<file path="config.mk">
export PLATFORM = sky130hd
export DESIGN_NAME = mean_absolute_difference
export DESIGN_NICKNAME = d
export VERILOG_FILES = /design/src/mad_pkg.sv /design/src/mad_ctrl.sv /design/src/mad_datapath.sv /design/src/mean_absolute_difference.sv
export SDC_FILE = /design/constraint.sdc
export NUM_CORES = 1
export LEC_CHECK = 0
export ABC_CLOCK_PERIOD_IN_PS = 3940
export BUFFER_PORTS_ARGS = -buffer_cell sky130_fd_sc_hd__buf_2
export CAP_MARGIN = 15
export CORE_MARGIN = 2
export CORE_UTILIZATION = 40
export DETAILED_ROUTE_END_ITERATION = 8
export PLACE_DENSITY = 0.65
export SETUP_SLACK_MARGIN = 0.1
export SKIP_LAST_GASP = 1
export SYNTH_ARGS = -nofsm -noshare
export SYNTH_HDL_FRONTEND = slang
export SYNTH_SLANG_ARGS = --single-unit
</file>
<file path="constraint.sdc">
create_clock -name clk -period 3.94 [get_ports clk]
set_clock_uncertainty 0.2 [all_clocks]
set_input_delay 1.182 -clock clk [delete_from_list [all_inputs] [get_ports clk]]
set_output_delay 1.182 -clock clk [all_outputs]
set_load 0.05 [all_outputs]
</file>
<file path="src/mad_pkg.sv">
// ----------------------------------------------------------------------------
// mad_pkg: shared types and constants for the mean absolute difference block
// Sample and result widths, status codes, controller states and the command
// and status bundles between controller and datapath.
// ----------------------------------------------------------------------------
package mad_pkg;

	localparam int unsigned SAMPLE_W = 16;
	localparam int unsigned MEAN_W   = 16;
	localparam int unsigned STATUS_W = 2;

	typedef logic [STATUS_W-1:0] status_t;

	localparam status_t STATUS_OK       = 2'd0;
	localparam status_t STATUS_NO_VALID = 2'd1;
	localparam status_t STATUS_POISONED = 2'd2;
	localparam status_t STATUS_OVERFLOW = 2'd3;

	typedef enum logic [1:0] {
		ST_ACCUM,
		ST_DIVIDE,
		ST_DELIVER
	} state_t;

	// controller -> datapath
	typedef struct packed {
		logic accept;    // request taken this cycle
		logic load_div;  // closing request: snapshot and clear accumulators
		logic div_step;  // one restoring-division step
		logic load_out;  // move quotient and status into the output register
	} cmd_t;

	// datapath -> controller
	typedef struct packed {
		logic set_ok;    // data set being closed divides (status ok)
		logic out_free;  // output register can take a new result
	} sts_t;

endpackage

</file>
<file path="src/mad_ctrl.sv">
// ----------------------------------------------------------------------------
// mad_ctrl: sequencer for the mean absolute difference block
// Accepts requests, starts the divider on a last pair whose set divides,
// counts its steps and hands the result over to the output register.
// ----------------------------------------------------------------------------
module mad_ctrl import mad_pkg::*; #(
	parameter int unsigned SUM_W = 33
) (
	input  logic clk,
	input  logic arst_n,
	input  logic sample_valid,
	input  logic last_pair,
	input  sts_t sts,
	output cmd_t cmd,
	output logic sample_stall
);

	localparam int unsigned STEP_W = $clog2(SUM_W);

	state_t              state_q;
	state_t              state_d;
	logic   [STEP_W-1:0] step_q;

	always_comb begin
		state_d = state_q;
		case (state_q)
			ST_ACCUM: begin
				if (sample_valid && last_pair) begin
					state_d = sts.set_ok ? ST_DIVIDE : ST_DELIVER;
				end
			end
			ST_DIVIDE: begin
				if (step_q == '0) begin
					state_d = ST_DELIVER;
				end
			end
			ST_DELIVER: begin
				if (sts.out_free) begin
					state_d = ST_ACCUM;
				end
			end
			default: state_d = ST_ACCUM;
		endcase
	end

	always_comb begin
		sample_stall = 1'b1;
		cmd          = '0;
		case (state_q)
			ST_ACCUM: begin
				sample_stall = 1'b0;
				cmd.accept   = sample_valid;
				cmd.load_div = sample_valid && last_pair;
			end
			ST_DIVIDE: begin
				cmd.div_step = 1'b1;
			end
			ST_DELIVER: begin
				cmd.load_out = sts.out_free;
			end
			default: begin
				sample_stall = 1'b1;
			end
		endcase
	end

	always_ff @(posedge clk or negedge arst_n) begin
		if (!arst_n) begin
			state_q <= ST_ACCUM;
			step_q  <= '0;
		end else begin
			state_q <= state_d;
			if (cmd.load_div) begin
				step_q <= STEP_W'(SUM_W - 1);
			end else if (cmd.div_step && step_q != '0) begin
				step_q <= step_q - 1'b1;
			end
		end
	end

`ifndef SYNTHESIS
	a_divide_runs: assert property (@(posedge clk) disable iff (!arst_n)
		(state_q == ST_DIVIDE && step_q != '0) |=> state_q == ST_DIVIDE)
		else $error("divider left before its last step");
`endif

endmodule

</file>
<file path="src/mad_datapath.sv">
// ----------------------------------------------------------------------------
// mad_datapath: accumulators, serial divider and output register
// Sums |eval - ref| and counts used pairs, divides sum by count one quotient
// bit per cycle and holds the result until the receiver takes it.
// ----------------------------------------------------------------------------
module mad_datapath import mad_pkg::*; #(
	parameter int unsigned MAX_PAIRS = 65536,
	parameter int unsigned CNT_W     = 17,
	parameter int unsigned SUM_W     = 33
) (
	input  logic                       clk,
	input  logic                       arst_n,
	input  cmd_t                       cmd,
	output sts_t                       sts,
	input  logic                       cfg_write,
	input  logic                       cfg_data,
	input  logic signed [SAMPLE_W-1:0] ref_value,
	input  logic signed [SAMPLE_W-1:0] eval_value,
	input  logic                       pair_valid,
	output logic                       result_valid,
	input  logic                       result_stall,
	output logic        [MEAN_W-1:0]   mean_abs_diff,
	output status_t                    status
);

	logic                     skip_invalid_q;
	logic [SUM_W-1:0]         sum_q;
	logic [CNT_W-1:0]         cnt_q;
	logic                     poisoned_q;
	logic                     ovf_q;

	logic signed [SAMPLE_W:0] diff;
	logic      [SAMPLE_W-1:0] diff_mag;
	logic                     room;
	logic                     use_pair;
	logic [SUM_W-1:0]         sum_n;
	logic [CNT_W-1:0]         cnt_n;
	logic                     poisoned_n;
	logic                     ovf_n;
	status_t                  set_status;

	logic [SUM_W-1:0]         dvd_q;
	logic [CNT_W-1:0]         dvs_q;
	logic [CNT_W-1:0]         rem_q;
	status_t                  div_status_q;
	logic [CNT_W:0]           trial;
	logic                     fits;

	logic                     out_valid_q;
	logic [MEAN_W-1:0]        out_mean_q;
	status_t                  out_status_q;

	always_comb begin
		diff       = (SAMPLE_W+1)'(eval_value) - (SAMPLE_W+1)'(ref_value);
		// magnitude of a 17-bit difference never exceeds 16 bits
		diff_mag   = SAMPLE_W'(diff[SAMPLE_W] ? -diff : diff);
		room       = (cnt_q != CNT_W'(MAX_PAIRS));
		use_pair   = pair_valid && room;
		sum_n      = use_pair ? sum_q + SUM_W'(diff_mag) : sum_q;
		cnt_n      = use_pair ? cnt_q + 1'b1 : cnt_q;
		ovf_n      = ovf_q || (pair_valid && !room);
		poisoned_n = poisoned_q || (!pair_valid && !skip_invalid_q);
		// poisoning beats overflow, overflow beats an empty set
		if (poisoned_n) begin
			set_status = STATUS_POISONED;
		end else if (ovf_n) begin
			set_status = STATUS_OVERFLOW;
		end else if (cnt_n == '0) begin
			set_status = STATUS_NO_VALID;
		end else begin
			set_status = STATUS_OK;
		end
	end

	// restoring division step
	always_comb begin
		trial = {rem_q, dvd_q[SUM_W-1]};
		fits  = (trial >= {1'b0, dvs_q});
	end

	always_comb begin
		sts.set_ok   = (set_status == STATUS_OK);
		sts.out_free = !out_valid_q || !result_stall;
	end

	always_ff @(posedge clk or negedge arst_n) begin
		if (!arst_n) begin
			skip_invalid_q <= 1'b1;
			sum_q          <= '0;
			cnt_q          <= '0;
			poisoned_q     <= 1'b0;
			ovf_q          <= 1'b0;
			out_valid_q    <= 1'b0;
		end else begin
			if (cfg_write) begin
				skip_invalid_q <= cfg_data;
			end
			if (cmd.load_div) begin
				sum_q      <= '0;
				cnt_q      <= '0;
				poisoned_q <= 1'b0;
				ovf_q      <= 1'b0;
			end else if (cmd.accept) begin
				sum_q      <= sum_n;
				cnt_q      <= cnt_n;
				poisoned_q <= poisoned_n;
				ovf_q      <= ovf_n;
			end
			if (cmd.load_out) begin
				out_valid_q <= 1'b1;
			end else if (!result_stall) begin
				out_valid_q <= 1'b0;
			end
		end
	end

	always_ff @(posedge clk) begin
		if (cmd.load_div) begin
			// a faulted set skips the divide and reports zero
			dvd_q        <= (set_status == STATUS_OK) ? sum_n : '0;
			dvs_q        <= cnt_n;
			rem_q        <= '0;
			div_status_q <= set_status;
		end else if (cmd.div_step) begin
			rem_q <= fits ? CNT_W'(trial - {1'b0, dvs_q}) : trial[CNT_W-1:0];
			dvd_q <= {dvd_q[SUM_W-2:0], fits};
		end
		if (cmd.load_out) begin
			out_mean_q   <= dvd_q[MEAN_W-1:0];
			out_status_q <= div_status_q;
		end
	end

	assign result_valid  = out_valid_q;
	assign mean_abs_diff = out_mean_q;
	assign status        = out_status_q;

`ifndef SYNTHESIS
	a_fault_zero: assert property (@(posedge clk) disable iff (!arst_n)
		(out_valid_q && out_status_q != STATUS_OK) |-> out_mean_q == '0)
		else $error("faulted result carries a nonzero mean");
	a_count_bound: assert property (@(posedge clk) disable iff (!arst_n)
		cnt_q <= CNT_W'(MAX_PAIRS))
		else $error("pair count past its bound");
	a_rem_below: assert property (@(posedge clk) disable iff (!arst_n)
		$past(cmd.div_step) |-> rem_q < dvs_q)
		else $error("division remainder not below divisor");
`endif

endmodule

</file>
<file path="src/mean_absolute_difference.sv">
// ----------------------------------------------------------------------------
// mean_absolute_difference: mean of |eval - ref| over a stream of sample pairs
// Top level joining the sequencer and the datapath.
// ----------------------------------------------------------------------------
// Usage:
//   Sample channel: sample_valid / sample_stall with ref_value, eval_value,
//   pair_valid and last_pair. A request is taken on a rising edge with valid
//   high and stall low. Non-last pairs are taken back to back, one per cycle while stall is low.
//   Result channel: result_valid / result_stall with mean_abs_diff and status.
//   A last pair closes the data set: the accumulators are cleared at once and
//   a serial divider produces one quotient bit per cycle over SUM_W steps
//   (16 + clog2(MAX_PAIRS+1), 33 at default), then the result is loaded into
//   the output register. A faulted set skips the divider. sample_stall is high
//   from the last pair until the result enters the output register; a
//   waiting result does not block new pairs; after the next last pair the
//   input stays stalled until the receiver takes the held result.
//   skip_invalid is written through cfg_write / cfg_data and resets to 1.
//   Reset (arst_n low) clears sums, counts, error flags and the output valid.
// ----------------------------------------------------------------------------
module mean_absolute_difference import mad_pkg::*; #(
	parameter int unsigned MAX_PAIRS = 65536
) (
	input  logic                       clk,
	input  logic                       arst_n,
	input  logic                       cfg_write,
	input  logic                       cfg_data,
	input  logic                       sample_valid,
	output logic                       sample_stall,
	input  logic signed [SAMPLE_W-1:0] ref_value,
	input  logic signed [SAMPLE_W-1:0] eval_value,
	input  logic                       pair_valid,
	input  logic                       last_pair,
	output logic                       result_valid,
	input  logic                       result_stall,
	output logic        [MEAN_W-1:0]   mean_abs_diff,
	output status_t                    status
);

	localparam int unsigned CNT_W = $clog2(MAX_PAIRS + 1);
	localparam int unsigned SUM_W = SAMPLE_W + CNT_W;

	cmd_t cmd;
	sts_t sts;

	mad_ctrl #(
		.SUM_W (SUM_W)
	) u_ctrl (
		.clk          (clk),
		.arst_n       (arst_n),
		.sample_valid (sample_valid),
		.last_pair    (last_pair),
		.sts          (sts),
		.cmd          (cmd),
		.sample_stall (sample_stall)
	);

	mad_datapath #(
		.MAX_PAIRS (MAX_PAIRS),
		.CNT_W     (CNT_W),
		.SUM_W     (SUM_W)
	) u_datapath (
		.clk           (clk),
		.arst_n        (arst_n),
		.cmd           (cmd),
		.sts           (sts),
		.cfg_write     (cfg_write),
		.cfg_data      (cfg_data),
		.ref_value     (ref_value),
		.eval_value    (eval_value),
		.pair_valid    (pair_valid),
		.result_valid  (result_valid),
		.result_stall  (result_stall),
		.mean_abs_diff (mean_abs_diff),
		.status        (status)
	);

endmodule
</file>
==> impl_summary.log <==
INFO  metric outcome = finished, violations left
INFO  metric violations = negative setup slack
INFO  metric finish.utilization = 0.544
INFO  metric grt_pass1_wl = 40.5 mm
INFO  metric synth_top_cells_by_area = sky130_fd_sc_hd__edfxtp_1 (22%), sky130_fd_sc_hd__dfrtp_1 (16%), sky130_fd_sc_hd__ha_1 (7.3%), sky130_fd_sc_hd__nand2_1 (4.4%), sky130_fd_sc_hd__xnor2_1 (4.1%)
INFO  metric chipWidth = 160 um
INFO  metric boundary_pins = 60
INFO  metric area_delta_synth_final = 34.7%
INFO  metric totalWireLength = 24.8 mm
INFO  metric finalSetupViolations = 64
INFO  metric finalWeightedCongestion = 0.871
INFO  metric final_worst_slack = -1.54 ns
INFO  metric synth.net_count = 1,160
INFO  metric cap_violations = 0
INFO  metric clkSlewWorstSetupHoldPaths = 0.06 ns
INFO  metric synth_largest_type_area_fraction = 0.216
INFO  metric cts.path.max_buffers = 2
INFO  metric r2r_slack = 0.21 ns
INFO  metric pre_cts_slack = -2.07 ns
INFO  metric placed_cells_incl_taps = 1,549
INFO  metric tritoncts = done
INFO  metric antenna_left = 0
INFO  metric holdBufCountCts = 0
INFO  metric holdCritPathClass = flop to flop
INFO  metric synth_edf_count = 70
INFO  metric path_type_of_the_worst_setup_path = primary input to flop
INFO  metric crit_fanout = 10
INFO  metric cellPowerDensity = 694 nW/um^2
INFO  metric grt_max_degree = 63
INFO  metric synthDominantAreaCellType = sky130_fd_sc_hd__edfxtp_1
INFO  metric fp-row-count = 57
INFO  metric antenna_cells_inserted = 0
INFO  metric static-leakage-power = 5.74 nW
INFO  metric post_synth_instance_area = 9730 um^2
INFO  metric start_kind = primary input
INFO  metric core_area = 24,100 um^2
INFO  metric worst_ep_arrival_time = 5.59 ns
INFO  metric dr.pass1.iters = 5
INFO  metric die_area = 25,600 um^2
INFO  metric rsz_0062_raised_after_global_routing = true
INFO  metric finalMaxSlewViolations = 0
INFO  metric first_global_vias = 8,269
INFO  metric stdcell_area = 13,100 um^2
INFO  metric routed-via-count = 8,506
INFO  metric synth_flop_cell = sky130_fd_sc_hd__edfxtp_1
INFO  metric postSynthCellCount = 1,060
INFO  metric syn_avg_cell_area = 9.18 um^2
INFO  metric finalHoldViolations = 0
INFO  metric total_power = 9.10 mW
INFO  metric drt_iter0_drc = 458
INFO  metric grtUsageTotal = 0.193
INFO  metric drive_gt1_frac = 0.328
INFO  metric finalNetCount = 1,378
INFO  metric synth.lib_cells_used.distinct = 69
INFO  metric synthArstFlopShare = 0.416
INFO  metric max_freq = 182 MHz
INFO  metric clock_tree.htree_level_count = 4
INFO  metric routed_via_density = 5.27
INFO  metric finish.cell_count_without_fillers = 1,615
INFO  metric cts_buffers = 17
INFO  metric layout_worst_path_cycle_share = 1.39
INFO  metric ys_warn_count = 0
INFO  metric wl_per_cell = 15.4 um
INFO  metric synth-seq-cells = 149
INFO  metric detail_route.drc_violations = 0
INFO  metric number_of_antenna_violations_at_the_first_check_in_global_routing = 0
INFO  metric root_buffer = sky130_fd_sc_hd__clkbuf_16
INFO  metric dp_hpwl = 17.2 mm
INFO  metric clock-sinks = 149
INFO  metric finalWorstPathRequiredPeriod = 5.48 ns
INFO  metric ys_seq_area_frac = 0.411
INFO  metric timing.max_slew.rel_slack = 0.324
INFO  metric postPlaceCellArea = 11,600 um^2
INFO  metric initial_core_util = 0.404
INFO  metric tightestPinTransition = 1.01 ns
INFO  metric clk_latency = 0.44 ns
INFO  metric cp.required = 4.05 ns
INFO  metric irDropWorstVdd = 0.361 mV
INFO  metric chipHeight = 160 um
INFO  metric cp-end-kind = flop
INFO  metric numPortBuffers = 59
INFO  metric global_route.overflow_total = 0
power by group:
part	switching [mW]	total, mW	internal (mW)
Clock	0.704	1.59	0.882
Sequential	0.341	2.54	2.20
Combinational	2.71	4.97	2.26
layer usage:
metal	GRT usage	vias up	wire length, um
met5	0	-	0
met4	0.0647	0	521
met3	0.0268	40	814
met2	0.334	182	12100
met1	0.250	4059	11400
li1	-	4225	-
cell type report:
cell class              instances  area, um^2
clock inverters                15         144
repair buffers                254        1870
fillers                      2113       11000
inverters                      65         256
well taps                     324         405
multi-input cells             791        6010
clock buffers                  17         425
flip-flops and latches        149        4000
final timing paths:
kind,from,endpoint,cells past startpoint
worst max-delay path,eval_value[0],u_datapath.sum_q[24],26
worst min-delay path,u_datapath.div_status_q[0],u_datapath.status[0],0
worst max register to register,u_datapath.cnt_q[9],u_datapath.dvd_q[18],9
worst min register to register,u_datapath.div_status_q[0],u_datapath.status[0],0
max in group asynchronous,arst_n,u_datapath.cnt_q[5],2
min in group asynchronous,arst_n,u_datapath.sum_q[17],2
flip-flops by register name (all words and copies together), names as in the netlist, 2 cells and up:
register / count
u_ctrl.state_q: 2
u_ctrl.step_q: 6
u_datapath.cnt_q: 17
u_datapath.div_status_q: 2
u_datapath.dvd_q: 33
u_datapath.dvs_q: 17
u_datapath.mean_abs_diff: 16
u_datapath.rem_q: 17
u_datapath.status: 2
u_datapath.sum_q: 33
placed cells by master (no fill, tap or decap), drive strengths merged, types with 10 or more instances in the layout:
| cell type | n |
|---|---|
| o21ai | 73 |
| nand2 | 114 |
| nand3 | 28 |
| a21o | 17 |
| or2 | 12 |
| nor2 | 82 |
| xor2 | 42 |
| nor2b | 12 |
| dfrtp | 61 |
| xnor2 | 45 |
| a31oi | 12 |
| clkbuf | 17 |
| a22o | 21 |
| nand4 | 12 |
| mux2i | 33 |
| edfxtp | 70 |
| a21oi | 53 |
| nor4 | 14 |
| nand2b | 10 |
| buf | 254 |
| o31ai | 23 |
| dfxtp | 17 |
| inv | 71 |
| nor3 | 30 |
| ha | 57 |
logic make-up (layout without fill, tap and decap cells):
family | after synthesis | after routing | share of synthesized area
adder cells (fa/ha/maj) | 60 | 60 | 0.0795
AO/OA/AOI/OAI | 254 | 254 | 0.171
multiplexers | 38 | 38 | 0.0397
buffers and inverters | 120 | 351 | 0.0477
AND/OR/NAND/NOR | 352 | 352 | 0.173
XOR/XNOR | 87 | 87 | 0.0783
flip-flops | 149 | 149 | 0.411
synth_stat cells, types with 3 or more instances:
| cell | count |
|---|---|
| sky130_fd_sc_hd__a211oi_1 | 3 |
| sky130_fd_sc_hd__a21o_1 | 17 |
| sky130_fd_sc_hd__a21oi_1 | 53 |
| sky130_fd_sc_hd__a22o_1 | 21 |
| sky130_fd_sc_hd__a31oi_1 | 11 |
| sky130_fd_sc_hd__and2_1 | 7 |
| sky130_fd_sc_hd__and3_1 | 8 |
| sky130_fd_sc_hd__and4_1 | 5 |
| sky130_fd_sc_hd__buf_2 | 5 |
| sky130_fd_sc_hd__clkbuf_1 | 46 |
| sky130_fd_sc_hd__dfrtp_1 | 61 |
| sky130_fd_sc_hd__dfxtp_1 | 17 |
| sky130_fd_sc_hd__edfxtp_1 | 70 |
| sky130_fd_sc_hd__fa_1 | 3 |
| sky130_fd_sc_hd__ha_1 | 57 |
| sky130_fd_sc_hd__inv_1 | 65 |
| sky130_fd_sc_hd__mux2_2 | 5 |
| sky130_fd_sc_hd__mux2i_1 | 33 |
| sky130_fd_sc_hd__nand2_1 | 114 |
| sky130_fd_sc_hd__nand2b_1 | 10 |
| sky130_fd_sc_hd__nand3_1 | 28 |
| sky130_fd_sc_hd__nand4_1 | 12 |
| sky130_fd_sc_hd__nor2_1 | 80 |
| sky130_fd_sc_hd__nor2b_1 | 12 |
| sky130_fd_sc_hd__nor3_1 | 30 |
| sky130_fd_sc_hd__nor4_1 | 14 |
| sky130_fd_sc_hd__o2111ai_1 | 3 |
| sky130_fd_sc_hd__o211ai_1 | 5 |
| sky130_fd_sc_hd__o21a_1 | 9 |
| sky130_fd_sc_hd__o21ai_0 | 70 |
| sky130_fd_sc_hd__o21ai_1 | 3 |
| sky130_fd_sc_hd__o21bai_1 | 4 |
| sky130_fd_sc_hd__o22ai_1 | 9 |
| sky130_fd_sc_hd__o31ai_1 | 23 |
| sky130_fd_sc_hd__or2_2 | 10 |
| sky130_fd_sc_hd__or3_1 | 6 |
| sky130_fd_sc_hd__or4_1 | 4 |
| sky130_fd_sc_hd__xnor2_1 | 45 |
| sky130_fd_sc_hd__xor2_1 | 42 |
stage by stage:
stage	hold WS, ns	TNS (ns)
floorplan	0.200	-83.23
global placement	0.218	-105.51
detailed placement	0.224	-108.08
CTS	0.240	-71.98
global route	0.247	-88.47
finish	0.240	-77.36
worst max-delay path, cell delays in order:
cell,delay (ns)
sky130_fd_sc_hd__buf_8,0.09
sky130_fd_sc_hd__inv_12,0.03
sky130_fd_sc_hd__ha_4,0.15
sky130_fd_sc_hd__fa_2,0.39
sky130_fd_sc_hd__nand2b_4,0.16
sky130_fd_sc_hd__a21oi_4,0.16
sky130_fd_sc_hd__nor2b_2,0.06
sky130_fd_sc_hd__or2_4,0.23
sky130_fd_sc_hd__a31oi_4,0.14
sky130_fd_sc_hd__a211oi_2,0.10
sky130_fd_sc_hd__mux2i_2,0.20
sky130_fd_sc_hd__buf_6,0.18
sky130_fd_sc_hd__nor2_4,0.05
sky130_fd_sc_hd__a21o_1,0.18
sky130_fd_sc_hd__fa_2,0.37
sky130_fd_sc_hd__nor2b_4,0.12
sky130_fd_sc_hd__o21a_1,0.17
sky130_fd_sc_hd__o21ai_2,0.09
sky130_fd_sc_hd__a211oi_2,0.33
sky130_fd_sc_hd__nor3_2,0.08
sky130_fd_sc_hd__o31a_1,0.28
sky130_fd_sc_hd__buf_12,0.16
sky130_fd_sc_hd__nor4_4,0.25
sky130_fd_sc_hd__buf_4,0.16
sky130_fd_sc_hd__mux2i_1,0.17
sky130_fd_sc_hd__o21ai_1,0.08
what timing repair did:
| action | in CTS | in global routing |
|---|---|---|
| setup buffers | 28 | 13 |
| gates resized for setup | 94 | 55 |
| pin swaps | 50 | 57 |
| endpoints found under the setup margin | 64 | 67 |
| endpoints found under the hold margin | 0 | 0 |
| cloned | 1 | 0 |
(Power assumes the default switching activity.)
